===== config.mk =====
export PLATFORM = sky130hd
export DESIGN_NAME = sqr_mul_cell
export DESIGN_NICKNAME = d
export VERILOG_FILES = /design/src/rtl/core/sqr_mul_cell.sv
export SDC_FILE = /design/constraint.sdc
export NUM_CORES = 1
export LEC_CHECK = 0
export ABC_AREA = 1
export BUFFER_PORTS_ARGS = -buffer_cell sky130_fd_sc_hd__clkbuf_2
export CAP_MARGIN = 20
export CORE_AREA = 2 2 332 334
export CTS_BUF_LIST = sky130_fd_sc_hd__clkbuf_4
export DETAILED_ROUTE_END_ITERATION = 8
export DIE_AREA = 0 0 334 336
export GPL_TIMING_DRIVEN = 1
export PLACE_DENSITY = 0.54
export SKIP_LAST_GASP = 1
export SYNTH_ARGS = -nofsm -noshare
export SYNTH_HDL_FRONTEND = slang
export SYNTH_SLANG_ARGS = --single-unit

===== constraint.sdc =====
create_clock -name clk -period 2.7 [get_ports clk]
set_clock_uncertainty 0.1 [all_clocks]
set_input_delay 0.27 -clock clk [delete_from_list [all_inputs] [get_ports clk]]
set_output_delay 0.27 -clock clk [all_outputs]
set_load 0.01 [all_outputs]

===== src/rtl/core/sqr_mul_cell.sv =====
`timescale 1ns / 1ps

module sqr_mul_cell #(
  parameter int W     = 32,
  parameter int CTX_W = 99
) (
  input  logic             clk,
  input  logic             rst_n,
  input  logic             en,
  input  logic             in_vld,
  input  logic [2*W-1:0]   in_xa,
  input  logic [W-1:0]     in_ya,
  input  logic [2*W-1:0]   in_acca,
  input  logic [2*W-1:0]   in_xb,
  input  logic [W-1:0]     in_yb,
  input  logic [2*W-1:0]   in_accb,
  input  logic [CTX_W-1:0] in_ctx,
  output logic             out_vld,
  output logic [2*W-1:0]   out_xa,
  output logic [W-1:0]     out_ya,
  output logic [2*W-1:0]   out_acca,
  output logic [2*W-1:0]   out_xb,
  output logic [W-1:0]     out_yb,
  output logic [2*W-1:0]   out_accb,
  output logic [CTX_W-1:0] out_ctx
);
  logic             vld_r;
  logic [2*W-1:0]   xa_r, acca_r, xb_r, accb_r;
  logic [W-1:0]     ya_r, yb_r;
  logic [CTX_W-1:0] ctx_r;
  logic [2*W-1:0]   acca_nxt, accb_nxt;

  // one partial product per product, multiplier bit taken from the bottom
  assign acca_nxt = in_acca + (in_ya[0] ? in_xa : '0);
  assign accb_nxt = in_accb + (in_yb[0] ? in_xb : '0);

  always_ff @(posedge clk) begin
    if (!rst_n) begin
      vld_r <= 1'b0;
    end else if (en) begin
      vld_r <= in_vld;
    end
  end

  always_ff @(posedge clk) begin
    if (en) begin
      xa_r   <= {in_xa[2*W-2:0], 1'b0};
      xb_r   <= {in_xb[2*W-2:0], 1'b0};
      ya_r   <= {1'b0, in_ya[W-1:1]};
      yb_r   <= {1'b0, in_yb[W-1:1]};
      acca_r <= acca_nxt;
      accb_r <= accb_nxt;
      ctx_r  <= in_ctx;
    end
  end

  assign out_vld  = vld_r;
  assign out_xa   = xa_r;
  assign out_ya   = ya_r;
  assign out_acca = acca_r;
  assign out_xb   = xb_r;
  assign out_yb   = yb_r;
  assign out_accb = accb_r;
  assign out_ctx  = ctx_r;
endmodule


==> impl_metrics.tcl <==
set metrics [dict create \
    cts_setup_buffers 0 \
    dr.pass1.iters 7 \
    cts_root_buf "clkbuf_4" \
    top_layer "met5" \
    cap_violations 0 \
    fin_crit_ns 2.60 \
    wl_met1_um 49400 \
    clk-insertion-delay-late_ns 0.96 \
    wl_met3_um 8320 \
    post-route-period-util_pct 96.4 \
    dr_wl_met2_um 50600 \
    htreeDepth 3 \
    nNetsFinal 5720 \
    wl_um 112000 \
    rsz0062_at_grt "false" \
    start_util_pct 23.4 \
    fill_cells 11000 \
    drt-initial-drc-count 1645 \
    ys_ff_latch 416 \
    gr-total-overflow 0 \
    hold_path_end "out_acca[37]" \
    numCtsBuffers 118 \
    drc 0 \
    pin_count 843 \
    reg2regPathDepth 3 \
    die_area_mm2 0.112 \
    maxSlewViolCount 0 \
    rows 121 \
    dp_cells 5721 \
    antenna_found_initial 20 \
    crit_required_ns 3.34 \
    final_layout_size_suffix_gt1_share_pct 26.1 \
    syn2layout_area_growth_pct 66.4 \
    hpwl_um 87300 \
    synthTopCellsByArea "edfxtp_1 (49%), nand2_1 (19%), inv_1 (11%), ha_1 (6.2%), nor2_1 (2.9%)" \
    grt_use_total_pct 19.5 \
    r2r_slack_ns 1.40 \
    ys_warn_count 0 \
    wire_per_inst_um 16.7 \
    hold_path_depth 8 \
    start_kind "primary input" \
    setup_viol 0 \
    crit_arrival_ns 3.25 \
    cts.path.max_buffers 3 \
    cp_max_fo 4 \
    power_density_mw_per_mm2 475 \
    r2r_end "out_vld" \
    cts.sinks 416 \
    tns_ns 0 \
    die_h_um 336 \
    synth_top_area_cell "edfxtp_1" \
    grt_max_degree 71 \
    place.gp.congestion 0.971 \
    vias 27500 \
    whs_ns 0.152 \
    syn_area_mm2 0.0254 \
    vias_per_cell 4.11 \
    ant_nets 0 \
    grt_first_pass_wirelength_um 165000 \
    core_mm2 0.108 \
    peakVddDrop_mv 0.318 \
    rr_startpoint "out_vld" \
    final_common_cell "nand2_1" \
    crit_path_end_kind "flip-flop" \
    clkTransAtPathRegs_ns 0.07 \
    numPortBuffers 838 \
    dieWidth_um 334 \
    hold_start "in_ya[0]" \
    cts_tree "yes" \
    hold_violations 0 \
    synth_top_area_share_pct 49.1 \
    mostFrequentLayoutCells "nand2_1 (1316), clkbuf_2 (837), inv_1 (747)" \
    yosys.cell_types.count 28 \
    p_leak_nw 22.6 \
    synthCells 3260 \
    finalNonFillerCells 6689 \
    hold_class "primary input to flip-flop" \
    status "complete, no violations" \
    max_freq_mhz 384 \
    grt_pass1_vias 27800 \
    avgSynthCellArea_um2 7.79 \
    path_class "primary input to flip-flop" \
    ys_seq_area_share_pct 49.2 \
]
flip-flops by register name (all words and copies together) (netlist names):
name and count:
out_xb 63, out_acca 64, out_vld 1, out_xa 63
out_ctx 99, out_yb 31, out_ya 31, out_accb 64
worst max-delay path, stage by stage:
cell           delay (ns)
dlygate4sd3_1        0.54
clkbuf_2             0.12
nand2_1              0.19
inv_1                0.10
ha_1                 0.37
nand2_1              0.12
nor2_1               0.14
inv_1                0.10
nor2_2               0.20
nand2_1              0.18
nor2_1               0.14
nand2_1              0.09
nand3_1              0.07
dlygate4sd3_1        0.55
nand2_1              0.06
worst max path at each step:
stage | slack, ns | endpoint | cells past startpoint | from
after floorplan | 0.27 | out_acca[60] | 17 | in_ya[0]
after global placement | -0.17 | out_acca[40] | 16 | in_ya[0]
after detailed placement | -0.19 | out_acca[40] | 16 | in_ya[0]
after CTS | 0.04 | out_accb[61] | 16 | in_accb[0]
after global routing | 0.05 | out_accb[59] | 15 | in_xb[30]
final | 0.1 | out_accb[59] | 15 | in_xb[29]
stage by stage:
step	worst slack, ns	area (um^2)	power, W	utilization, %
finish	0.0971	42300	0.0201	39.0
global route	0.0463	42300	0.0212	39.0
global placement	-0.169	33200	0.0128	30.6
CTS	0.0400	42200	0.0202	38.9
detailed placement	-0.187	33200	0.0128	30.6
floorplan	0.275	25400	0.0103	-
cells by family after synthesis:
group	count (synthesis)	share of synthesized area (%)
compound gates	94	1.91
xor+xnor	64	2.21
fa+ha+maj	128	6.37
buf+inv	783	11.6
flops	416	49.2
other cells	1	0.0148
simple gates	1774	28.7
power by group:
group          switching [W]  internal, W
Clock                0.00319      0.00323
Sequential          0.000257      0.00789
Combinational        0.00305      0.00244
routing by layer:
layer | vias to the layer above | global-route usage, %
met4 | 18 | 6.47
met5 | - | 0
met3 | 205 | 5.36
met1 | 12400 | 24.8
li1 | 13900 | -
met2 | 962 | 31.8
synth_stat cells:
cell / n
nand2_1: 1318
inv_1: 747
edfxtp_1: 415
nor2_1: 195
ha_1: 126
nand3_1: 100
a21oi_1: 83
xor2_1: 64
nand2_2: 42
nor2_2: 41
nand4_1: 26
nor3_1: 22
nand3_2: 18
inv_2: 14
clkbuf_1: 12
o21bai_1: 6
o21ai_0: 5
buf_4: 4
clkinv_1: 4
nor3_2: 4
nor4_2: 3
buf_1: 2
fa_1: 2
nor2_4: 2
nor3_4: 2
conb_1: 1
dfxtp_1: 1
nor4_1: 1
area by class of cell:
class                   count  area, um^2  area share [%]
diodes                     11        27.5          0.0651
clock buffers             161        1210            2.86
clock inverters            54         398           0.942
inverters                 765        2870            6.80
multi-input cells        2064       10000            23.7
flip-flops and latches    416       12500            29.5
well taps                1414        1770            4.19
repair buffers           1804       13500            31.9
repair_timing:
action / in CTS / in global routing
setup endpoints to repair: 0 / 21
endpoints found under the hold margin: 831 / 0
resized for setup: 0 / 10
hold buffers: 744 / 0
(Power assumes the default switching activity.)
