File: config.mk
export PLATFORM = sky130hd
export DESIGN_NAME = sqr_div_cell
export DESIGN_NICKNAME = d
export VERILOG_FILES = /design/src/rtl/core/sqr_div_cell.sv
export SDC_FILE = /design/constraint.sdc
export NUM_CORES = 1
export LEC_CHECK = 0
export ABC_CLOCK_PERIOD_IN_PS = 5000
export BUFFER_PORTS_ARGS = -buffer_cell sky130_fd_sc_hd__buf_2
export CAP_MARGIN = 20
export CORE_AREA = 2 2 265 267
export DETAILED_ROUTE_END_ITERATION = 7
export DIE_AREA = 0 0 267 269
export MAX_ROUTING_LAYER = met4
export PLACE_DENSITY = 0.45
export SKIP_CTS_REPAIR_TIMING = 1
export SLEW_MARGIN = 20
export SYNTH_ARGS = -nofsm -noshare
export SYNTH_HDL_FRONTEND = slang
export SYNTH_SLANG_ARGS = --single-unit
File: constraint.sdc
create_clock -name clk -period 5 [get_ports clk]
set_input_delay 0.5 -clock clk [delete_from_list [all_inputs] [get_ports clk]]
set_output_delay 0.5 -clock clk [all_outputs]
set_load 0.01 [all_outputs]
File: src/rtl/core/sqr_div_cell.sv
`timescale 1ns / 1ps

module sqr_div_cell #(
  parameter int NW    = 50,
  parameter int DNW   = 34,
  parameter int CTX_W = 5
) (
  input  logic             clk,
  input  logic             rst_n,
  input  logic             en,
  input  logic             in_vld,
  input  logic [NW-1:0]    in_num0,
  input  logic [NW-1:0]    in_num1,
  input  logic [NW-1:0]    in_q0,
  input  logic [NW-1:0]    in_q1,
  input  logic [DNW-1:0]   in_rem0,
  input  logic [DNW-1:0]   in_rem1,
  input  logic [DNW-1:0]   in_den0,
  input  logic [DNW-1:0]   in_den1,
  input  logic [CTX_W-1:0] in_ctx,
  output logic             out_vld,
  output logic [NW-1:0]    out_num0,
  output logic [NW-1:0]    out_num1,
  output logic [NW-1:0]    out_q0,
  output logic [NW-1:0]    out_q1,
  output logic [DNW-1:0]   out_rem0,
  output logic [DNW-1:0]   out_rem1,
  output logic [DNW-1:0]   out_den0,
  output logic [DNW-1:0]   out_den1,
  output logic [CTX_W-1:0] out_ctx
);
  logic             vld_r;
  logic [NW-1:0]    num0_r, num1_r, q0_r, q1_r;
  logic [DNW-1:0]   rem0_r, rem1_r, den0_r, den1_r;
  logic [CTX_W-1:0] ctx_r;
  logic [DNW:0]     rs0, rs1, df0, df1;
  logic             ge0, ge1;

  // restoring division, one quotient bit per cell for both quotients
  assign rs0 = {in_rem0, in_num0[NW-1]};
  assign rs1 = {in_rem1, in_num1[NW-1]};
  assign ge0 = rs0 >= {1'b0, in_den0};
  assign ge1 = rs1 >= {1'b0, in_den1};
  assign df0 = rs0 - {1'b0, in_den0};
  assign df1 = rs1 - {1'b0, in_den1};

  always_ff @(posedge clk) begin
    if (!rst_n) begin
      vld_r <= 1'b0;
    end else if (en) begin
      vld_r <= in_vld;
    end
  end

  always_ff @(posedge clk) begin
    if (en) begin
      num0_r <= {in_num0[NW-2:0], 1'b0};
      num1_r <= {in_num1[NW-2:0], 1'b0};
      q0_r   <= {in_q0[NW-2:0], ge0};
      q1_r   <= {in_q1[NW-2:0], ge1};
      rem0_r <= ge0 ? df0[DNW-1:0] : rs0[DNW-1:0];
      rem1_r <= ge1 ? df1[DNW-1:0] : rs1[DNW-1:0];
      den0_r <= in_den0;
      den1_r <= in_den1;
      ctx_r  <= in_ctx;
    end
  end

  assign out_vld  = vld_r;
  assign out_num0 = num0_r;
  assign out_num1 = num1_r;
  assign out_q0   = q0_r;
  assign out_q1   = q1_r;
  assign out_rem0 = rem0_r;
  assign out_rem1 = rem1_r;
  assign out_den0 = den0_r;
  assign out_den1 = den1_r;
  assign out_ctx  = ctx_r;
endmodule

==> summary.txt, run 1 <==
Run status
  – Outcome: complete, no violations

Floorplan
  – I/O Pins: 687
  – FP Rows: 97
  – Die H: 269 um
  – Die width: approximately 270 um
  – Initial Util: 21.4%
  – DIE AREA: just over 0.07 mm2
  – Core area: just under 0.07 mm2

Yosys
  – Main synth FF type: edfxtp_1
  – Netlist Area Pre-Place: about 0.015 mm2
  – Asr flop ratio synth: 0%
  – EDFF count, synth: between 300 and 400
  – Sequential area share after synthesis: 68.7%
  – Register bit total from synthesis: 340
  – Syn Inst Count: 1064
  – Syn avg cell area: around 14 um2
  – Library cells used by synthesis: ~70
  – Synth warn: 0

Placement
  – Placed standard-cell area: 0.0194 mm2
  – Dpl ws: 1.05 ns
  – GPL Wtd Cong: 0.807
  – Hpwl dp: ~41000 um
  – # port buffers: 682
  – DP Cell Count: 2667

CTS
  – CTS Buf Count: 41
  – Clk_lat worst skew: ~0.54 ns
  – H-Tree Depth: 2
  – Root Driver: clkbuf_16
  – Max clock buf depth: 3
  – Sink Count: 340
  – CTS tree: done
  – CTS clk-pin slew, worst paths: around 0.060 ns

Finish
  – Post-Route Utilization: 30.1%
  – Most common cell after layout, fill and taps aside: buf_2
  – Commonest cells after routing, fill and taps aside: buf_2, edfxtp_1, inv_1
  – Cell Count, Final, Fillers Out: 2748
  – Nets: 2185
  – Synthesis-to-finish area growth: 40.6%
  – Post-route cell area: between 0.02 and 0.025 mm2
  – Share of cells above drive strength 1: 43.2%

Drt
  – Antenna violation net count after detailed routing: 0
  – Iter 0 DRT Violations: roughly 690
  – DR vias/cell: 4.11
  – DR vias: between 10000 and 15000
  – Wirelength per Cell: around 19 um
  – # DRC: 0
  – Detailed Route WL: 51300 um
  – Detailed Routing Iterations Pass 1: 5

GRT
  – First-pass GRT wire length: 71300 um
  – Largest net degree at the start of global routing: 96
  – Grt total ovfl: 0
  – Initial antenna violation count: 13
  – GRT Resource Usage Total: a little over an eighth
  – Vias in the first global route: 11300

Critical path
  – Setup CP Type: in -> reg
  – Crit path from: in_num1[49]
  – CP max stage cell: a211oi_2
  – Critical path launch point type: primary input
  – CP Capture Type: flop
  – Critical Path Max Stage Delay: 0.65 ns
  – Critical path peak fanout: 6
  – Crit path cell chain: buf_2 -> inv_1 -> ha_1 -> inv_1 -> fa_1 -> a211oi_1 -> o21ai_0 -> a21oi_1 -> o22ai_1 -> a211oi_2 -> o21ai_0 -> a21oi_1 -> xnor2_1 -> mux2_2
  – Crit path DAT: about 3.8 ns
  – Worst flop-to-flop path startpoint: out_vld$_SDFFE_PN0P_
  – Worst Path Required: 5.30 ns

Job
  – Max-cap violations: 0

STA
  – Count of pins over their slew limit: 0
  – Slew @ Worst Pin: 0.961 ns
  – Hold Vio Cnt, Final: 0
  – Final Cycle Share: 69.0%
  – Final Worst Setup Slack: 1.55 ns
  – Max Clock Skew: 0 ns
  – Setup total negative slack: 0 ns
  – Min Hold Slack: 0.103 ns
  – Rel. slew slack: a little over a third
  – Endpoints failing setup: 0
  – Tmin final: roughly 3.4 ns
  – RSZ-0062 raised after global routing: false
  – Max Freq: 290 MHz

Min path
  – Type of the worst min-delay path: in -> reg
  – HP Start: in_num1[30]

Power
  – Leakage: 9.02 nW
  – PwrDens: between 300 and 400 mW/mm2
  – Maximum vdd drop: around 0.22 mV
  – Pwr Total: about 8 mW
-- worst paths after layout --
check                                         endpoint  slack (ns)  depth (start not counted)
worst max-delay path            out_rem1[20]$_DFFE_PP_        1.55                         14
worst min-delay path            out_num1[31]$_DFFE_PP_        0.10                          1
worst max register to register    out_vld$_SDFFE_PN0P_        4.40                          2
worst min register to register    out_vld$_SDFFE_PN0P_        0.54                          2
-- cell families after synthesis --
family	after synthesis	synth area share, %
buf+inv	117	3.29
fa+ha+maj	70	6.00
compound gates	255	10.8
other cells	1	0.0253
mux	16	1.22
xor+xnor	55	3.25
simple gates	210	6.69
flops	340	68.7
-- report_power, final --
group          leakage, nW  switching (mW)  internal [mW]
Sequential            3.33          0.0650           3.46
Clock                0.687            1.23           1.98
Combinational         5.01           0.782          0.537
-- state kept, by name, indices dropped and copies added, names as in the netlist --
name and cells:
out_q0 50, out_q1 50, out_num0 49, out_num1 49
out_den0 34, out_den1 34, out_rem0 34, out_rem1 34
out_ctx 5, out_vld 1
-- worst max-delay path, delay by kind of cell --
kind | cells | cell delay, ns
compound gates | 7 | 2.06
xor+xnor | 1 | 0.08
mux | 1 | 0.26
fa+ha+maj | 2 | 0.62
buf+inv | 3 | 0.22
-- synthesized netlist by cell type (all sizes together) (10+ instances only) --
library cell | n | area share, %
clkbuf | 13 | 0.34
and3 | 12 | 0.51
ha | 68 | 5.7
nand2 | 68 | 1.7
nand4 | 10 | 0.42
a21o | 29 | 1.5
a21oi | 88 | 3.0
a211oi | 12 | 0.67
inv | 90 | 2.3
o21ai | 63 | 2.1
mux2 | 14 | 1.1
edfxtp | 339 | 69
xnor2 | 31 | 1.8
xor2 | 24 | 1.4
nor2 | 55 | 1.4
nand3 | 21 | 0.71
buf | 14 | 0.67
o21bai | 14 | 0.71
-- final cells by class --
| type | instances | area [um2] |
|---|---|---|
| flip-flops and latches | 340 | 10200 |
| repair buffers | 689 | 3530 |
| diodes | 8 | 20.0 |
| fillers | 7151 | 48400 |
| clock buffers | 48 | 1050 |
| inverters | 90 | 338 |
| clock inverters | 25 | 393 |
| multi-input cells | 608 | 4160 |
| well taps | 940 | 1180 |
-- per-layer routing --
layer	wire length (um)	part of all wire (%)	GRT usage [%]	vias to the layer above
li1	-	-	-	5414
met1	21300	42	16.4	5427
met2	25000	49	22.2	387
met3	3730	7.3	3.90	72
met4	1280	2.5	4.36	0
met5	0	0	-	-
No activity file was read; power rests on OpenSTA's default activity.
==> inputs of run 2 (changes only) <==
--- a/config.mk
+++ b/config.mk
@@ -5,14 +5,15 @@
 export SDC_FILE = /design/constraint.sdc
 export NUM_CORES = 1
 export LEC_CHECK = 0
-export ABC_CLOCK_PERIOD_IN_PS = 5000
+export ABC_AREA = 1
+export ABC_CLOCK_PERIOD_IN_PS = 3300
 export BUFFER_PORTS_ARGS = -buffer_cell sky130_fd_sc_hd__buf_2
 export CAP_MARGIN = 20
-export CORE_AREA = 2 2 265 267
+export CORE_AREA = 2 2 271 273
 export DETAILED_ROUTE_END_ITERATION = 7
-export DIE_AREA = 0 0 267 269
+export DIE_AREA = 0 0 273 275
 export MAX_ROUTING_LAYER = met4
-export PLACE_DENSITY = 0.45
+export PLACE_DENSITY = 0.46
 export SKIP_CTS_REPAIR_TIMING = 1
 export SLEW_MARGIN = 20
 export SYNTH_ARGS = -nofsm -noshare
==> constraint.sdc (replaced) <==
create_clock -name clk -period 3.3 [get_ports clk]
set_input_delay 0.33 -clock clk [delete_from_list [all_inputs] [get_ports clk]]
set_output_delay 0.33 -clock clk [all_outputs]
set_load 0.01 [all_outputs]
==> run 2 against run 1 <==
Compared with the run above:
- synthesized cell count rose by 53%
- sequential power rose by 52%
- highest routed layer unchanged
- utilization rose by 4.4 points
- die area rose by 4.5%
- non-clock buffer count rose by 270
- via count rose by 31%
- largest power group unchanged
- cell count rose by 31%
- area after synthesis rose by 11%
- first-iteration DRC count rose by 33%
- routed wire length rose by 25%
- sequential share of layout area fell by 8.0 points
==> summary.txt, run 2 <==
Run status
  – Outcome: complete, no violations

STA
  – Rel. slew slack: a little under three fifths
  – Final Worst Setup Slack: 0.562 ns
  – Endpoints failing setup: 0
  – Final Cycle Share: 83.0%
  – Max Freq: 365 MHz
  – Setup total negative slack: 0 ns
  – Count of pins over their slew limit: 0
  – Tmin final: 2.74 ns
  – Max Clock Skew: 0 ns
  – Hold Vio Cnt, Final: 0
  – Slew @ Worst Pin: 0.647 ns
  – RSZ-0062 raised after global routing: false

Power
  – Leakage: 11.9 nW
  – Int Pwr: 8.66 mW
  – PwrDens: 484 mW/mm2
  – Comb pwr share: 20.7%
  – Clock power frac: 35.0%
  – Maximum vdd drop: 0.366 mV
  – Seq pwr share: 44.3%
  – P_sw: approximately 3.4 mW
  – Switching share of power: between 20% and 30%

Floorplan
  – FP Rows: 99
  – DIE AREA: 0.0751 mm2
  – Core area: slightly above 0.07 mm2
  – Die H: ~280 um
  – Die width: roughly 270 um
  – Initial Util: 22.7%
  – I/O Pins: approximately 690

Critical path
  – CP Capture Type: flop
  – CP most frequent cell: nand2_1
  – Critical Path Max Stage Delay: 0.54 ns
  – Worst Path Required: ~3.7 ns
  – Critical path peak fanout: 33
  – Setup CP Type: in -> reg
  – Crit path cell chain: dlygate4sd3_1 -> buf_2 -> inv_1 -> ha_1 -> nand2_1 -> nand2_1 -> nor2_4 -> inv_2 -> nand2_1 -> nand3_2 -> nand2_1 -> nand2_2 -> nand2_2 -> nand2_4 -> inv_4 -> nand2_1 -> nand2_1
  – Critical path launch point type: primary input
  – CP max stage cell: dlygate4sd3_1
  – Crit path DAT: 3.15 ns

Yosys
  – Register bit total from synthesis: 340
  – Main synth FF type: edfxtp_1
  – Sequential area share after synthesis: about three fifths
  – Asr flop ratio synth: 0%
  – EDFF count, synth: 339
  – Syn avg cell area: 10.1 um2
  – Netlist Area Pre-Place: approximately 0.016 mm2
  – Commonest cells post-synth: nand2_1, edfxtp_1, inv_1, nor2_1, ha_1
  – Top-area cell type share of the netlist area: 61.9%
  – Synth warn: 0
  – Library cells used by synthesis: 34
  – Syn Inst Count: 1632
  – Cell type with the highest aggregate area in the netlist: edfxtp_1
  – Ranking of synthesized cells by area: edfxtp_1, nand2_1, inv_1, ha_1, nor2_1
  – Most frequent cell after synthesis: nand2_1

GRT
  – Grt total ovfl: 0
  – First-pass GRT wire length: 87200 um
  – Largest net degree at the start of global routing: 82
  – GRT Resource Usage Total: 16.1%
  – Initial antenna violation count: 9
  – Vias in the first global route: 13700

Finish
  – Share of cells above drive strength 1: 30.4%
  – Most common cell after layout, fill and taps aside: buf_2
  – Commonest cells after routing, fill and taps aside: buf_2, nand2_1, edfxtp_1
  – Post-Route Utilization: 34.5%
  – Nets: around 3000
  – Cell Count, Final, Fillers Out: 3612
  – Synthesis-to-finish area growth: 51.6%
  – Post-route cell area: 0.0250 mm2

Placement
  – Dpl ws: 0.562 ns
  – Placed standard-cell area: 0.0210 mm2
  – DP Cell Count: 3271
  – # port buffers: 682
  – GPL Wtd Cong: 0.902
  – Hpwl dp: 51100 um

Drt
  – Antenna violation net count after detailed routing: 0
  – Detailed Route WL: about 64000 um
  – DR vias: 14800
  – Iter 0 DRT Violations: just over 900
  – # DRC: 0
  – DR vias/cell: 4.09
  – Detailed Routing Iterations Pass 1: 5
  – Wirelength per Cell: 17.8 um

CTS
  – CTS Buf Count: 41
  – Clk_lat worst skew: 0.56 ns
  – H-Tree Depth: 2
  – Root Driver: clkbuf_16
  – CTS clk-pin slew, worst paths: about 0.060 ns
  – Sink Count: 340
  – Max clock buf depth: 3
  – CTS tree: done

Min path
  – Type of the worst min-delay path: in -> reg

Job
  – Max-cap violations: 0
[run 2: changes by cell type after synthesis, moves of 30 or more]
cell	change
a21oi_1	-34
inv_1	+172
nand2_1	+491
nand2_2	+30
nand3_1	+44
nor2_1	+52
o21ai_0	-38
[run 2: path summary, 6_finish.rpt]
check                       startpoint                      to  slack (ns)  cells past startpoint
setup / recovery            in_den0[2]  out_rem0[33]$_DFFE_PP_        0.56                     17
hold / removal               in_q1[24]    out_q1[25]$_DFFE_PP_        0.03                      1
setup reg to reg  out_vld$_SDFFE_PN0P_    out_vld$_SDFFE_PN0P_        2.65                      2
hold reg to reg   out_vld$_SDFFE_PN0P_    out_vld$_SDFFE_PN0P_        0.54                      2
[run 2: area by class of cell]
| cell class | count | area (um2) |
|---|---|---|
| clock inverter | 14 | 130 |
| timing repair buffer | 959 | 6210 |
| tap | 959 | 1200 |
| fill | 7429 | 47400 |
| multi-input combinational | 1009 | 5080 |
| sequential | 340 | 10200 |
| clock buffer | 54 | 1100 |
| inverter | 270 | 1020 |
| antenna | 7 | 17.5 |
[run 2: metrics by stage]
stage / hold WS [ns] / power [mW]
after floorplan: 0.423 / 6.57
after global placement: 0.507 / 7.69
after detailed placement: 0.508 / 7.70
after CTS: -0.107 / 12.0
after global routing: 0.000380 / 12.7
final: 0.0265 / 12.1
[run 2: power groups by stage]
stage	Combinational, mW	Clock [mW]	Sequential, mW
floorplan	0.913	0	5.66
global placement	2.26	0	5.44
detailed placement	2.26	0	5.44
CTS	2.27	4.39	5.36
global route	2.76	4.54	5.39
finish	2.50	4.24	5.35
[run 2: cells by family (layout without fill, tap and decap cells)]
family / Yosys count / in the layout / share of synthesized area, %
AOI/OAI and AO/OA: 86 / 86 / 2.76
xor gates and xnor gates: 36 / 36 / 1.92
adders and majority gates: 70 / 70 / 5.41
buffers and inverters: 284 / 1297 / 7.16
DFF: 340 / 340 / 62.0
other: 1 / 9 / 0.0228
and+or+nand+nor: 815 / 815 / 20.7
[run 2: per-layer routing]
layer	vias to the layer above	GRT usage, %	wire length, um
met1	6938	19.0	27000
met4	0	5.13	1660
met2	482	26.5	31100
met3	86	4.66	4370
met5	-	-	0
li1	7274	-	-
[run 2: worst max-delay path, delay by kind of cell]
family | cells | cell delay [ns]
AND/OR/NAND/NOR | 11 | 1.27
buffers and inverters | 5 | 1.20
adder cells (fa/ha/maj) | 1 | 0.31
==> inputs of run 3 (changes only) <==
--- a/config.mk
+++ b/config.mk
@@ -6,7 +6,7 @@
 export NUM_CORES = 1
 export LEC_CHECK = 0
 export ABC_AREA = 1
-export ABC_CLOCK_PERIOD_IN_PS = 3300
+export ABC_CLOCK_PERIOD_IN_PS = 2700
 export BUFFER_PORTS_ARGS = -buffer_cell sky130_fd_sc_hd__buf_2
 export CAP_MARGIN = 20
 export CORE_AREA = 2 2 271 273
==> constraint.sdc (replaced) <==
create_clock -name clk -period 2.7 [get_ports clk]
set_input_delay 0.27 -clock clk [delete_from_list [all_inputs] [get_ports clk]]
set_output_delay 0.27 -clock clk [all_outputs]
set_load 0.01 [all_outputs]
==> run 3 against run 2 <==
Compared with the run above:
- the run now ends with hold timing left
- via count rose by 0.83%
- die area did not move
- clock power rose by 28%
- cell count rose by 1.7%
- clock-buffer cell count fell by 5
- highest routed layer unchanged
==> summary.txt, run 3 (synthesis gave the netlist of run 2 again) <==
STA
  – Hold Vio Cnt, Final: 2
  – Max Freq: 399 MHz
  – Rel. slew slack: 57.8%
  – Final Cycle Share: 92.8%
  – Max Clock Skew: 0 ns
  – RSZ-0062 raised after global routing: false
  – Endpoints failing setup: 0
  – Min Hold Slack: -0.00972 ns
  – Slew @ Worst Pin: 0.633 ns
  – Final Worst Setup Slack: 0.196 ns
  – Setup total negative slack: 0 ns
  – Count of pins over their slew limit: 0
  – Tmin final: approximately 2.5 ns

GRT
  – Largest net degree at the start of global routing: 57
  – Initial antenna violation count: 9
  – Grt total ovfl: 0
  – Vias in the first global route: roughly 14000
  – GRT Resource Usage Total: approximately 16%
  – First-pass GRT wire length: 88000 um

Finish
  – Nets: 3089
  – Synthesis-to-finish area growth: 55.5%
  – Share of cells above drive strength 1: 30.9%
  – Most common cell after layout, fill and taps aside: buf_2
  – Commonest cells after routing, fill and taps aside: buf_2, nand2_1, edfxtp_1

Power
  – PwrDens: 591 mW/mm2
  – Maximum vdd drop: 0.420 mV
  – Leakage: between 10 and 15 nW
  – Pwr Total: between 15 and 20 mW

Floorplan
  – FP Rows: 99
  – Initial Util: 22.7%
  – I/O Pins: 687
  – Die H: ~280 um
  – Die width: roughly 270 um
  – Core area: 0.0723 mm2
  – DIE AREA: 0.0751 mm2

CTS
  – Clk_lat worst skew: roughly 0.56 ns
  – CTS Buf Count: 41
  – Root Driver: clkbuf_16
  – CTS clk-pin slew, worst paths: around 0.06 ns
  – H-Tree Depth: 2
  – Max clock buf depth: 3
  – CTS tree: done
  – Sink Count: 340

Critical path
  – Crit path DAT: 2.82 ns
  – R2R depth: 2
  – Worst flop-to-flop path startpoint: out_vld$_SDFFE_PN0P_
  – Worst Path Required: between 3 and 4 ns
  – Flop-to-flop setup slack: between 2 and 2.5 ns
  – R2R Path End: out_vld$_SDFFE_PN0P_
  – CP Capture Type: flop
  – Critical path peak fanout: 4
  – Critical path launch point type: primary input
  – Setup CP Type: in -> reg

Drt
  – DR vias: 14900
  – # DRC: 0
  – DR vias/cell: 4.06
  – Iter 0 DRT Violations: roughly 730
  – Detailed Route WL: 64900 um
  – Detailed Routing Iterations Pass 1: 7
  – Wirelength per Cell: around 18 um
  – Antenna violation net count after detailed routing: 0

Placement
  – # port buffers: 682
  – GPL Wtd Cong: between 0.8 and 0.9
  – Hpwl dp: 51900 um
  – Dpl ws: 0.232 ns

Job
  – Max-cap violations: 0

Min path
  – HP Start: in_rem1[13]
  – WHS Endpoint: out_rem1[14]$_DFFE_PP_
  – Type of the worst min-delay path: in -> reg
  – Hold Path Depth: 3

Run status
  – Failing checks: hold timing
  – Outcome: finished, violations left
==> run 3: critical path, stage by stage <==
cell and delay, ns:
dlygate4sd3_1 0.59, buf_2 0.18, inv_1 0.05, ha_1 0.35
nand2_1 0.11, inv_1 0.12, nand2_1 0.06, nand2_1 0.08
nor2_1 0.06, o21ai_0 0.42, nand2_1 0.22, nand2_1 0.10
nand2_1 0.05, nand3_1 0.11, nand2_1 0.06
==> run 3: layout make-up <==
cell class / instances / area, um2
Timing Repair Buffer: 1012 / 6780
Clock buffer: 49 / 1080
Antenna cell: 8 / 20.0
Fill cell: 7376 / 46700
Multi-Input combinational cell: 1009 / 5080
Inverter: 270 / 1020
Tap cell: 959 / 1200
Sequential cell: 340 / 10200
Clock inverter: 26 / 219
==> run 3: layer usage <==
| layer | wire length (um) | global-route usage, % |
|---|---|---|
| met5 | 0 | - |
| met4 | 1550 | 4.49 |
| met3 | 4640 | 4.42 |
| met2 | 31500 | 27.3 |
| met1 | 27200 | 19.3 |
==> run 3: power breakdown <==
part	leakage (nW)	total (mW)	internal, mW	switching (mW)
combinational	8.27	3.17	1.31	1.86
clock	0.640	5.41	3.07	2.34
sequential	3.32	6.54	6.40	0.139
==> run 3: worst max path at each step <==
stage                                   endpoint  slack, ns         from  cells past startpoint
after floorplan           out_rem1[20]$_DFFE_PP_       0.67  in_num1[49]                     14
after global placement    out_rem1[18]$_DFFE_PP_       0.23  in_rem1[27]                     11
after detailed placement  out_rem1[30]$_DFFE_PP_       0.23  in_num1[49]                     15
after CTS                 out_rem0[21]$_DFFE_PP_       0.83   in_den0[2]                     16
after global routing      out_rem0[31]$_DFFE_PP_       0.04   in_den0[4]                     15
final                     out_rem0[29]$_DFFE_PP_       0.20   in_den0[4]                     15
==> run 3: stage by stage <==
stage | hold WS (ns) | area, um2 | utilization [%] | std cells
3_5_place_dp | 0.448 | 21300 | 29.5 | 3295
4_1_cts | -0.175 | 22600 | 31.3 | 3370
6_report | -0.00972 | 25600 | 35.4 | 3673
2_1_floorplan | 0.363 | 16500 | - | 1633
3_3_place_gp | 0.448 | 21300 | 29.5 | 3295
5_1_grt | 0.00203 | 25600 | 35.4 | 3673
