`src/rtl/core/sqr_root_cell.sv`:
```
`timescale 1ns / 1ps

module sqr_root_cell #(
  parameter int RW    = 33,
  parameter int CTX_W = 101
) (
  input  logic             clk,
  input  logic             rst_n,
  input  logic             en,
  input  logic             in_vld,
  input  logic [2*RW-1:0]  in_rad,
  input  logic [RW+2:0]    in_rem,
  input  logic [RW-1:0]    in_root,
  input  logic [CTX_W-1:0] in_ctx,
  output logic             out_vld,
  output logic [2*RW-1:0]  out_rad,
  output logic [RW+2:0]    out_rem,
  output logic [RW-1:0]    out_root,
  output logic [CTX_W-1:0] out_ctx
);
  logic             vld_r;
  logic [2*RW-1:0]  rad_r;
  logic [RW+2:0]    rem_r, rem_nxt, rem_sh, trial;
  logic [RW-1:0]    root_r, root_nxt;
  logic [CTX_W-1:0] ctx_r;
  logic             ge;

  // restoring square root, one result bit per cell
  assign rem_sh   = {in_rem[RW:0], in_rad[2*RW-1:2*RW-2]};
  assign trial    = {1'b0, in_root, 2'b01};
  assign ge       = rem_sh >= trial;
  assign rem_nxt  = ge ? (rem_sh - trial) : rem_sh;
  assign root_nxt = {in_root[RW-2:0], ge};

  always_ff @(posedge clk) begin
    if (!rst_n) begin
      vld_r <= 1'b0;
    end else if (en) begin
      vld_r <= in_vld;
    end
  end

  always_ff @(posedge clk) begin
    if (en) begin
      rad_r  <= {in_rad[2*RW-3:0], 2'b00};
      rem_r  <= rem_nxt;
      root_r <= root_nxt;
      ctx_r  <= in_ctx;
    end
  end

  assign out_vld  = vld_r;
  assign out_rad  = rad_r;
  assign out_rem  = rem_r;
  assign out_root = root_r;
  assign out_ctx  = ctx_r;
endmodule

```
`config.mk`:
```
export PLATFORM = sky130hd
export DESIGN_NAME = sqr_root_cell
export DESIGN_NICKNAME = d
export VERILOG_FILES = /design/src/rtl/core/sqr_root_cell.sv
export SDC_FILE = /design/constraint.sdc
export NUM_CORES = 1
export LEC_CHECK = 0
export BUFFER_PORTS_ARGS = -buffer_cell sky130_fd_sc_hd__buf_2
export CAP_MARGIN = 30
export CORE_AREA = 3 3 183 185
export DETAILED_ROUTE_END_ITERATION = 16
export DIE_AREA = 0 0 186 188
export SYNTH_ARGS = -nofsm -noshare
export SYNTH_HDL_FRONTEND = slang
export SYNTH_SLANG_ARGS = --single-unit
```
`constraint.sdc`:
```
create_clock -name clk -period 4.73 [get_ports clk]
set_input_delay 0.946 -clock clk [delete_from_list [all_inputs] [get_ports clk]]
set_output_delay 0.946 -clock clk [all_outputs]
set_load 0.01 [all_outputs]
```
==> results of run 1 <==
[worst paths after layout]
path              cells past startpoint  slack (ns)    endpoint
hold / removal                        2        0.52     out_vld
hold reg to reg                       2        0.52     out_vld
setup / recovery                     12        1.24  out_rem[6]
setup reg to reg                      2        4.13     out_vld
[cells by family after synthesis]
logic type,count (synthesis)
AOI/OAI and AO/OA,99
xor gates and xnor gates,31
adders and majority gates,35
buffers and inverters,59
DFF,235
muxes,35
other,1
and+or+nand+nor,91
[through the flow]
step / setup WS (ns) / util, %
5_1_grt: 1.10 / 41.5
3_3_place_gp: 0.636 / 39.0
3_5_place_dp: 0.623 / 39.0
2_1_floorplan: 1.10 / -
6_report: 1.24 / 41.5
4_1_cts: 1.19 / 41.5
[placed cells by master, fill, tap and decap left out, types with 4 or more instances in the layout]
| cell | n |
|---|---|
| sky130_fd_sc_hd__nand2_1 | 27 |
| sky130_fd_sc_hd__ha_1 | 35 |
| sky130_fd_sc_hd__o21ai_0 | 18 |
| sky130_fd_sc_hd__inv_1 | 47 |
| sky130_fd_sc_hd__nand3_1 | 9 |
| sky130_fd_sc_hd__o21a_1 | 6 |
| sky130_fd_sc_hd__a21oi_1 | 30 |
| sky130_fd_sc_hd__clkinv_2 | 7 |
| sky130_fd_sc_hd__buf_4 | 5 |
| sky130_fd_sc_hd__clkinv_1 | 4 |
| sky130_fd_sc_hd__clkbuf_16 | 26 |
| sky130_fd_sc_hd__nor3_1 | 7 |
| sky130_fd_sc_hd__o211ai_1 | 5 |
| sky130_fd_sc_hd__o21bai_1 | 4 |
| sky130_fd_sc_hd__a21o_1 | 9 |
| sky130_fd_sc_hd__mux2_4 | 26 |
| sky130_fd_sc_hd__mux2i_1 | 4 |
| sky130_fd_sc_hd__nand4_1 | 7 |
| sky130_fd_sc_hd__mux2_2 | 5 |
| sky130_fd_sc_hd__xnor2_1 | 18 |
| sky130_fd_sc_hd__nor2_1 | 15 |
| sky130_fd_sc_hd__edfxtp_1 | 234 |
| sky130_fd_sc_hd__xor2_1 | 13 |
| sky130_fd_sc_hd__diode_2 | 4 |
| sky130_fd_sc_hd__buf_2 | 471 |
[power by group through the flow]
stage | clock network [uW] | registers, uW | logic (uW)
after global routing | 2090 | 2580 | 974
after CTS | 2000 | 2560 | 919
after floorplan | 0 | 2720 | 356
after detailed placement | 0 | 2600 | 913
final | 1940 | 2560 | 900
after global placement | 0 | 2600 | 902
[final cells by class]
class,instances,area (um^2),share of cell area [%]
inverter,48,188,1.40
antenna,4,10.0,0.0748
multi-input combinational,293,2380,17.8
sequential,235,7050,52.7
clock buffer,28,658,4.92
timing repair buffer,478,2430,18.2
tap,408,510,3.82
clock inverter,17,149,1.11
[critical path, stage by stage]
cell and delay [ns]:
sky130_fd_sc_hd__buf_2 0.09, sky130_fd_sc_hd__inv_1 0.04, sky130_fd_sc_hd__ha_1 0.35, sky130_fd_sc_hd__o21a_2 0.17, sky130_fd_sc_hd__o311ai_2 0.12, sky130_fd_sc_hd__a32oi_2 0.33
sky130_fd_sc_hd__a41oi_4 0.19, sky130_fd_sc_hd__o211a_4 0.31, sky130_fd_sc_hd__o31a_4 0.30, sky130_fd_sc_hd__o211a_4 0.27, sky130_fd_sc_hd__inv_8 0.28, sky130_fd_sc_hd__mux2_2 0.38
[Yosys cell counts (4+ instances only)]
library cell / instances / area, um^2
sky130_fd_sc_hd__a21o_1: 9 / 67.6
sky130_fd_sc_hd__a21oi_1: 30 / 150
sky130_fd_sc_hd__edfxtp_1: 234 / 7030
sky130_fd_sc_hd__ha_1: 35 / 438
sky130_fd_sc_hd__inv_1: 47 / 176
sky130_fd_sc_hd__mux2_2: 5 / 56.3
sky130_fd_sc_hd__mux2_4: 26 / 390
sky130_fd_sc_hd__mux2i_1: 4 / 40.0
sky130_fd_sc_hd__nand2_1: 27 / 101
sky130_fd_sc_hd__nand3_1: 9 / 45.0
sky130_fd_sc_hd__nand4_1: 7 / 43.8
sky130_fd_sc_hd__nor2_1: 15 / 56.3
sky130_fd_sc_hd__nor3_1: 7 / 35.0
sky130_fd_sc_hd__o211ai_1: 5 / 37.5
sky130_fd_sc_hd__o21a_1: 6 / 45.0
sky130_fd_sc_hd__o21ai_0: 18 / 90.1
sky130_fd_sc_hd__o21bai_1: 4 / 30.0
sky130_fd_sc_hd__xnor2_1: 18 / 158
sky130_fd_sc_hd__xor2_1: 13 / 114
[state kept, by name, summed over array words and instances, names as in the netlist]
register,cells
out_ctx,101
out_rad,64
out_rem,36
out_root,33
out_vld,1
[routing by layer]
metal / share of wire (%) / track usage, % / up-vias
li1: - / - / 3225
met1: 37 / 19.1 / 3347
met2: 49 / 29.9 / 284
met3: 11 / 7.31 / 64
met4: 3.1 / 5.01 / 18
met5: 0.38 / 0 / -
==> results.md, run 1 <==
- The smallest hold slack is roughly 0.52 ns.
- In this run the deepest clock path goes through 3 buffers.
- The multiplexer share of the synthesized area is approximately 5%.
- The analysis attributes to cell leakage a power of 0.00591 uW.
- In this run the worst path has a maximum fanout of 35.
- Dividing the detail-routed wire length by the instance count gives between 20 and 25 um.
- Synthesis inferred between 200 and 250 register bits.
- During synthesis, Yosys emitted a total of 0 warnings.
- The maximum vdd ir drop is 0.000262 V.
- The routed layout has a little under 7,000 vias.
- After routing, the total negative slack on setup checks comes to 0 ns.
- In this run the worst setup path begins at in_root[2].
- The initial utilization of the core area, before any placement, comes to 30.2%.
- In this run the critical register-to-register path is launched from out_vld.
- The aggregate global routing overflow is 0.
- The most used flip-flop cell after synthesis is sky130_fd_sc_hd__edfxtp_1.
- The count of nets after finishing is roughly 1,400.
- The flow ran to the end, and the final reports show no timing, DRC or antenna violations.
- After routing the design area is roughly 0.013 mm^2.
- The worst setup path is captured at a register.
- Summing all placed instances gives a cell area of 0.0126 mm^2.
- The fraction of registers with async set or reset after synthesis is 0%.
- Clock latency on the worst-skew pair, taken at its later pin, is between 0.5 and 0.6 ns.
- The upper clock frequency limit is 287 MHz.
- The final critical-path share of the clock period is between 70% and 80%.
- Setup repair after global routing left no endpoint under its margin.
- The synthesized netlist devotes 2.79% of its cell area to XOR and XNOR gates.
- Combinational cells account for roughly 17% of the total power.
- After clock tree synthesis, the clock-pin slew on the worst setup and hold paths is about 0.06 ns.
- The H-tree depth is 1.
- Net switching is approximately a quarter of the power.
- The remaining design rule violation count is 0.
- The type of the worst setup path is in2reg.
- Summing every instance area after synthesis gives 0.00973 mm^2.
- The post-CTS setup buffer count is 0.
- STA puts the critical path data arrival time at between 3 and 4 ns.
- In this run the vertical extent of the chip is 188 um.
- Synthesis produced a little under 600 cells.
- The largest family of logic cells by synthesized area is compound AO/OA/AOI/OAI gates.
- Once placement completed, the tool counted placed cells totaling ~1,500.
- The path class of the tightest hold or removal check is reg2reg.
- The total global-route track usage is between 15 and 20%.
- The detailed router finished its first iteration with 312 violations.
- The compound-cell area share of the yosys netlist is 7.37%.
- The antenna violation net count after detailed routing is 0.
- For this run, the number of standard cells in the final layout without fillers is 1,511.
- The worst setup path is launched from a primary input.
- Yosys mapped the design onto 65 distinct sky130hd cell types.
- Detailed placement ended at an HPWL of roughly 26 mm.
- Data on the critical path is required at its endpoint by approximately 5 ns.
- The cell-internal power is 4030 uW.
- The time the final worst path needs with I/O delays and setup is between 3 and 4 ns.
- The post-cts gate resize count is 0.
- The final number of hold-violating endpoints was 0.
- Measured against its own limit, the worst slew margin works out to roughly 55%.
- Buffers placed on the I/O ports in this run total approximately 470.
- Measured along the x axis, the die boundary spans 186 um.
- The via count normalized by instance count is 4.59.
- The max-cap violation count is 0.
- The worst clock skew is 0 ns.
- The max-slew violation total from the final report came to 0.
- The power dissipated by switching net loads is 1370 uW.
- Row generation in the floorplan step produced 66 rows.
- At the pin with the least slew margin, the transition time is ~0.68 ns.
- The part of the total power dissipated in sequential elements is 47.4%.
- The number of antenna violations at the first check in global routing is 16.
- The floorplan step defined a core boundary enclosing approximately 0.032 mm^2.
- The adder and majority cell fraction of the synthesized area is between 4 and 5%.
- The wire length of the first global-routing pass is 44.4 mm.
- For this design the ratio of total power to cell area is 404 mW/mm^2.
- The clock drives 235 sinks.
- Setup violations remaining at the end of the flow were counted as 0.
- The number of global-route vias before repair is a little under 7,000.
- The beginning of the worst hold path is out_vld.
- Yosys mapped a number of flops with a built-in enable equal to around 230.
- The congestion estimate from routability-driven global placement came to between 0.8 and 0.9.
- After Yosys synthesis, and, or, nand and nor cells account for 4.76% of the synthesized area.
- The number of fill cells is a little over 3,000.
- The number of placed I/O pins is about 480.
- The fraction of layout cells with a size suffix above 1 is 51.8%.
- The clock buffer count from CTS is 26.
- The final wirelength is 32.1 mm.
- Buffers inserted to repair hold after CTS numbered 0.
- Entering global routing, the biggest net connects between 80 and 90 pins.
- The count of TritonRoute iterations in the first routing pass is 6.
- Of the synthesized area, sequential elements account for a little over 70%.
- A synthesized cell averages 16.6 um^2.
- The CTS tree is built.
- The fraction of power consumed by the clock network is a little over a third.
- The die footprint is between 0.03 and 0.04 mm^2.
- The power after layout is approximately 5400 uW.
- The clock root buffer is sky130_fd_sc_hd__clkbuf_16.
- The area growth from synthesis to layout is 37.5%.
Note: power is estimated with default switching activity, not from simulation.
==> run 2: changes to the inputs <==
- clock period: 4.73 -> 3.3 ns (I/O delays scaled with it)
==> run 2 against run 1 <==
  * Critical path depth unchanged
  * Sequential cell count did not move
  * Combinational power grew 56%
  * Worst hold slack got worse by 0.22 ns
  * Clock skew is the same
  * Critical path type unchanged
==> results.md, run 2 (synthesis results as in run 1) <==
- The final weighted congestion in routability-driven placement was 0.954 (+7.4%).
- In this run the clock root is driven by a sky130_fd_sc_hd__clkbuf_16.
- The time the final worst path needs with I/O delays and setup is about 2.9 ns.
- The fraction of layout cells with a size suffix above 1 is 54.5% (+2.7 points).
- The max-slew headroom at the worst pin was 64.9% (+9.9 points).
- The detailed-placement wirelength estimate came to 26.4 mm (+3.3%).
- The number of buffers inserted for hold repair after clock tree synthesis is 0 (unchanged).
- The routed length per placed instance is 21.0 um (-1.0%).
- The count of nets after finishing was 1,420 (+4.6%).
- The required time at the endpoint of the critical path was 3.58 ns (-1.44 ns).
- Setup repair after global routing left no endpoint under its margin.
- The max-slew violation total from the final report was 0 (unchanged).
- The number of cell instances on the worst register-to-register path is 2 (unchanged).
- The type of the worst setup path is in2reg.
- In the layout the commonest cells are sky130_fd_sc_hd__buf_2 (471), sky130_fd_sc_hd__edfxtp_1 (234), sky130_fd_sc_hd__buf_4 (62).
- The CTS tree is built.
- The final number of setup-violating endpoints is 0 (unchanged).
- The flop-to-flop setup slack is 2.72 ns (-1.41 ns).
- The final number of hold-violating endpoints was 0 (unchanged).
- The critical path capture point type is a register.
- The clock buffer count from CTS is 28 (+7.7%).
- The die span in y was 188 um (unchanged).
- The remaining design rule violation count is 0 (unchanged).
- The number of antenna violations at the first check in global routing is 14 (-2).
- The H-tree depth is 1 (unchanged).
- The violation count after the first detailed-route iteration came to 328 (+5.1%).
- The count of vias placed by the detailed router came to 7,231 (+4.2%).
- The largest net degree at the start of global routing is 64 (-24%).
- The via count normalized by instance count is 4.59 (about the same).
- The highest fanout seen on the critical path is 13 (-63%).
- The commonest non-fill, non-tap cell in the layout is sky130_fd_sc_hd__buf_2.
- Dividing the final minimum period by the clock period gives roughly nine tenths.
- The die footprint is 0.0350 mm^2 (unchanged).
- The post-route setup TNS is 0 ns (unchanged).
- The aggregate global routing overflow was 0 (unchanged).
- The maximum clock insertion buffer count is 3 (unchanged).
- The run finished with clean final reports.
- The maximum vdd ir drop is 0.000328 V (+25%).
- The worst clock skew was 0 ns (unchanged).
- The critical path data arrival time was 3.19 ns (-0.59 ns).
- The antenna violation net count after detailed routing is 0 (unchanged).
- The endpoint identified for the worst register-to-register timing path is out_vld.
- The post-cts gate resize count was 0 (unchanged).
- The clock latency on the worst-skew pair came to 0.52 ns (-0.03 ns).
- The number of rows created at floorplan was 66 (unchanged).
- The actual slew at the worst max-slew pin is 0.527 ns (-0.149 ns).
- The total power density per cell area is 587 mW/mm^2 (+45%).
- The number of placed I/O pins is 477 (unchanged).
- The post-placement cell count is 1,523 (+4.2%).
- The beginning of the worst hold path is in_rad[1].
- The clock transition at the register clock pins on the worst setup and hold paths after CTS is 0.06 ns (about the same).
- The die width is 186 um (unchanged).
- The flip-flop count of the largest register, all copies and words added is 101 (unchanged).
- The number of global-route vias before repair is 7,368 (+7.3%).
- The final cell count without fillers came to 1,576 (+4.3%).
- The count of TritonRoute iterations in the first routing pass was 4 (-2).
- In this run the critical register-to-register path is launched from out_vld.
- The count of buffers inserted at the top-level ports came to 472 (unchanged).
- The final wirelength was 33.2 mm (+3.2%).
- The TritonCTS sink count came to 235 (unchanged).
- The number of stages on the worst hold path was 1 (-1).
- The critical path launch point type is a primary input.
- The terminating pin of the worst hold path is out_rad[3].
- The class of the worst hold path is in2reg.
- The leakage power is 0.00630 uW (+6.5%).
- The area added between synthesis and finish is 44.8%.
- The total global-route track usage came to 17.7% (+0.45 points).
- Static timing analysis puts the maximum clock frequency at 344 MHz.
- The smallest hold slack is 0.303 ns (-0.221 ns).
- The initial core utilization came to 30.2% (unchanged).
- The wire length of the first global-routing pass is 46.2 mm (+3.9%).
- The area of the core region is 0.0322 mm^2 (unchanged).
- The post-CTS setup buffer count is 0 (unchanged).
- The max-cap violation count is 0 (unchanged).
## run 2: cell count changes in the layout (fill, tap and decap cells not counted), moves of 3 or more
cell,change
sky130_fd_sc_hd__ha_1,-4
sky130_fd_sc_hd__clkinv_1,+3
sky130_fd_sc_hd__bufinv_16,+3
sky130_fd_sc_hd__buf_4,+57
sky130_fd_sc_hd__buf_12,+4
sky130_fd_sc_hd__clkinv_2,-5
sky130_fd_sc_hd__ha_4,+3
sky130_fd_sc_hd__clkbuf_16,+3
## run 2: worst max-delay path by stage
stage                          start     endpoint  cells after the start
after detailed placement  in_root[0]   out_rem[3]                     13
after floorplan           in_root[1]  out_rem[10]                     12
after global routing      in_root[0]  out_rem[35]                     15
final                     in_root[3]   out_rem[5]                     12
after global placement    in_root[0]   out_rem[6]                     13
after CTS                 in_root[0]   out_rem[3]                     13
## run 2: area by class of cell
type | instances | area (um^2)
Fill cell | 3025 | 18100
Sequential cell | 235 | 7050
Timing Repair Buffer | 539 | 2940
Multi-Input combinational cell | 293 | 2440
Clock buffer | 33 | 741
Tap cell | 408 | 510
Clock inverter | 17 | 214
Inverter | 48 | 188
Antenna cell | 3 | 7.51
## run 2: power breakdown
part | switching [uW] | total, uW | internal (uW)
Clock | 1200 | 3190 | 1980
Combinational | 741 | 1400 | 664
Sequential | 69.1 | 3680 | 3610
## run 2: stage by stage
step                      power, uW  instance area, um^2  setup slack [ns]  utilization [%]
after floorplan                4410                 9790           0.00629                -
after global placement         5130                13100            -0.175             40.7
after detailed placement       5160                13100            -0.181             40.7
after CTS                      8400                14100             0.384             43.7
after global routing           8630                14100             0.281             43.7
final                          8270                14100             0.394             43.7
## run 2: critical path, cell delays in order
cell	delay, ns
sky130_fd_sc_hd__buf_2	0.09
sky130_fd_sc_hd__inv_1	0.04
sky130_fd_sc_hd__ha_1	0.39
sky130_fd_sc_hd__a21oi_1	0.14
sky130_fd_sc_hd__a32oi_2	0.31
sky130_fd_sc_hd__a41oi_4	0.18
sky130_fd_sc_hd__o211a_4	0.26
sky130_fd_sc_hd__o31a_4	0.29
sky130_fd_sc_hd__o211a_4	0.26
sky130_fd_sc_hd__inv_8	0.08
sky130_fd_sc_hd__buf_12	0.15
sky130_fd_sc_hd__mux2_2	0.34
## run 2: per-layer routing
layer	share of wire, %	track usage [%]	vias up	wire length (um)
met1	37	20.0	3473	12400
met2	49	30.6	309	16200
met5	0.41	0	-	137
met4	3.4	6.04	20	1140
li1	-	-	3350	-
met3	9.8	6.54	79	3250
==> run 3: changes to the inputs <==
- REMOVE_ABC_BUFFERS: default -> 1
==> run 3 against run 2 <==
  * Critical path depth up 1
  * Combinational power about the same
  * Largest power group unchanged
  * Cell count up 0.32%
  * Sequential cell count unchanged
  * Critical path type unchanged
  * Sequential power about the same
  * Register-to-register slack about the same
  * Via count down 0.95%
  * Non-clock buffer count up 5
==> results.md, run 3 (synthesis results as in run 1) <==
- The die footprint is 0.0350 mm^2 (unchanged).
- In the layout the commonest cells are sky130_fd_sc_hd__buf_2 (471), sky130_fd_sc_hd__edfxtp_1 (234), sky130_fd_sc_hd__buf_4 (66).
- The number of rows created at floorplan came to 66 (unchanged).
- The TritonCTS sink count is 235 (unchanged).
- The number of stages on the worst hold path is 1 (unchanged).
- The time the final worst path needs with I/O delays and setup is 2.90 ns (-0.00809 ns).
- The count of buffers inserted at the top-level ports was 472 (unchanged).
- The actual slew at the worst max-slew pin is 0.660 ns (+0.133 ns).
- The flip-flop count of the largest register, all copies and words added is 101 (unchanged).
- The highest fanout seen on the critical path is 11 (-2).
- The via count normalized by instance count is 4.53 (-1.3%).
- The largest net degree at the start of global routing was 83 (+30%).
- The critical path launch point type is a primary input.
- The biggest cell delay along the critical path is 0.33 ns (-0.06 ns).
- The maximum clock insertion buffer count is 3 (unchanged).
- The count of TritonRoute iterations in the first routing pass is 4 (unchanged).
- The post-placement cell count came to 1,528 (+0.33%).
- The final number of hold-violating endpoints is 0 (unchanged).
- The number of antenna violations at the first check in global routing is 14 (unchanged).
- The worst hold path begins at in_rad[17].
- The smallest hold slack is 0.284 ns (-0.0193 ns).
- The initial core utilization was 30.2% (unchanged).
- The CTS tree is built.
- The cell that appears most often on the critical path is sky130_fd_sc_hd__o211a_4.
- The count of vias placed by the detailed router is 7,162 (-0.95%).
- The end of the worst register-to-register path is out_vld.
- On the critical path, the stage with the largest delay is an instance of sky130_fd_sc_hd__mux2_2.
- The die span in y is 188 um (unchanged).
- The leakage power is 0.00633 uW (+0.56%).
- The maximum vdd ir drop is 0.000355 V (+8.1%).
- Walking the worst path, the cells encountered are buf_2 > inv_1 > ha_1 > o21a_2 > o311ai_2 > a32oi_2 > a41oi_4 > o211a_4 > o31a_4 > o211a_4 > inv_8 > buf_12 > mux2_2.
- The clock latency on the worst-skew pair is 0.54 ns (+0.02 ns).
- The routed length per placed instance is 20.5 um (-2.7%).
- The commonest non-fill, non-tap cell in the layout is sky130_fd_sc_hd__buf_2.
- The power after layout is 8290 uW (+0.25%).
- The flow ran to the end, and the final reports show no timing, DRC or antenna violations.
- The worst clock skew is 0 ns (unchanged).
- The wire length of the first global-routing pass is 45.2 mm (-2.2%).
- The final wirelength is 32.4 mm (-2.4%).
- The upper clock frequency limit came to 345 MHz (+0.28%).
- The max-slew headroom at the worst pin came to 56.0% (-8.9 points).
- The startpoint of the worst-slack reg-to-reg timing path is out_vld.
- The detailed-placement wirelength estimate was 26.0 mm (-1.2%).
- The area of the core region was 0.0322 mm^2 (unchanged).
- The number of global-route vias before repair is 7,198 (-2.3%).
- The H-tree depth is 1 (unchanged).
- The max-cap violation count was 0 (unchanged).
- The clock root buffer is sky130_fd_sc_hd__clkbuf_16.
- The aggregate global routing overflow is 0 (unchanged).
- The final cell count without fillers is 1,581 (+0.32%).
- The critical path data arrival time is 3.19 ns (about the same).
- The clock buffer count from CTS was 27 (-3.6%).
- The remaining design rule violation count is 0 (unchanged).
- The number of buffers inserted for hold repair after clock tree synthesis came to 0 (unchanged).
- For hold timing, the worst endpoint is out_rad[19].
- The required time at the endpoint of the critical path is 3.60 ns (+0.02 ns).
- The number of cell instances on the worst register-to-register path came to 2 (unchanged).
- The class of the worst hold path is in2reg.
- STA classifies the critical path endpoint as a register.
- The count of nets after finishing is 1,424 (+0.28%).
- The final critical-path share of the clock period is 87.8% (-0.25 points).
- The area added between synthesis and finish is 44.8% (about the same).
- The total global-route track usage came to 17.4% (-0.31 points).
- The antenna violation net count after detailed routing is 0 (unchanged).
- The post-cts gate resize count is 0 (unchanged).
- The post-CTS setup buffer count is 0 (unchanged).
- The fraction of layout cells with a size suffix above 1 is 54.5% (about the same).
- The final number of setup-violating endpoints is 0 (unchanged).
- The final weighted congestion in routability-driven placement is 0.847 (-11%).
- The type of the worst setup path is in2reg.
- The core occupancy in the finished layout is 43.7% (about the same).
- The die width is 186 um (unchanged).
- The flop-to-flop setup slack was 2.72 ns (about the same).
- Setup repair after global routing left no endpoint under its margin.
- The total power density per cell area is 588 mW/mm^2 (+0.23%).
- The number of fill cells is 2,936 (-2.9%).
- The violation count after the first detailed-route iteration was 448 (+37%).
- The number of placed I/O pins is 477 (unchanged).
- The clock transition at the register clock pins on the worst setup and hold paths after CTS is 0.06 ns (about the same).
- The max-slew violation total from the final report is 0 (unchanged).
[run 3: changes by cell type in the layout (fill, tap and decap cells not counted), moves of 2 or more]
cell                        delta
sky130_fd_sc_hd__buf_4         +4
sky130_fd_sc_hd__clkbuf_16     -2
sky130_fd_sc_hd__clkinv_1      -2
sky130_fd_sc_hd__clkinv_4      +2
sky130_fd_sc_hd__ha_1          +4
sky130_fd_sc_hd__ha_4          -3
[run 3: area by class of cell]
| class | instances | area (um^2) | share of cell area [%] |
|---|---|---|---|
| Sequential cell | 235 | 7050 | 50.0 |
| Timing Repair Buffer | 544 | 2990 | 21.2 |
| Multi-Input combinational cell | 293 | 2380 | 16.9 |
| Clock buffer | 30 | 687 | 4.88 |
| Tap cell | 408 | 510 | 3.62 |
| Clock inverter | 20 | 277 | 1.96 |
| Inverter | 48 | 188 | 1.33 |
| Antenna cell | 3 | 7.51 | 0.0533 |
[run 3: power breakdown]
part | switching [uW] | leakage, uW | internal [uW] | total, uW
combinational | 732 | 0.00357 | 663 | 1400
clock | 1240 | 0.000467 | 1980 | 3220
sequential | 65.6 | 0.00230 | 3610 | 3670
total | 2030 | 0.00633 | 6250 | 8290
[run 3: metrics by stage]
step	TNS [ns]	setup WS [ns]	area [um^2]
global route	0	0.265	14100
floorplan	-2.24	-0.105	9620
CTS	0	0.380	14100
detailed placement	-5.46	-0.201	13100
global placement	-4.73	-0.178	13100
finish	0	0.402	14100
[run 3: worst max-delay path, delay by kind of cell]
kind / cells / cell delay (ns)
mux: 1 / 0.33
compound gates: 7 / 1.54
buf+inv: 4 / 0.36
fa+ha+maj: 1 / 0.29
[run 3: worst max path at each step]
stage / slack (ns) / endpoint / start
after floorplan: -0.10 / out_rem[2] / in_root[1]
after global placement: -0.18 / out_rem[6] / in_root[0]
after detailed placement: -0.20 / out_rem[6] / in_root[2]
after CTS: 0.38 / out_rem[18] / in_root[1]
after global routing: 0.26 / out_rem[35] / in_root[1]
final: 0.40 / out_rem[6] / in_root[1]
[run 3: per-layer routing]
metal	GRT usage, %	wire (um)	vias up	part of all wire [%]
li1	-	-	3360	-
met1	19.5	12000	3434	37
met2	30.1	16000	292	49
met3	6.69	3330	62	10
met4	5.76	1040	14	3.2
met5	0	75	-	0.23
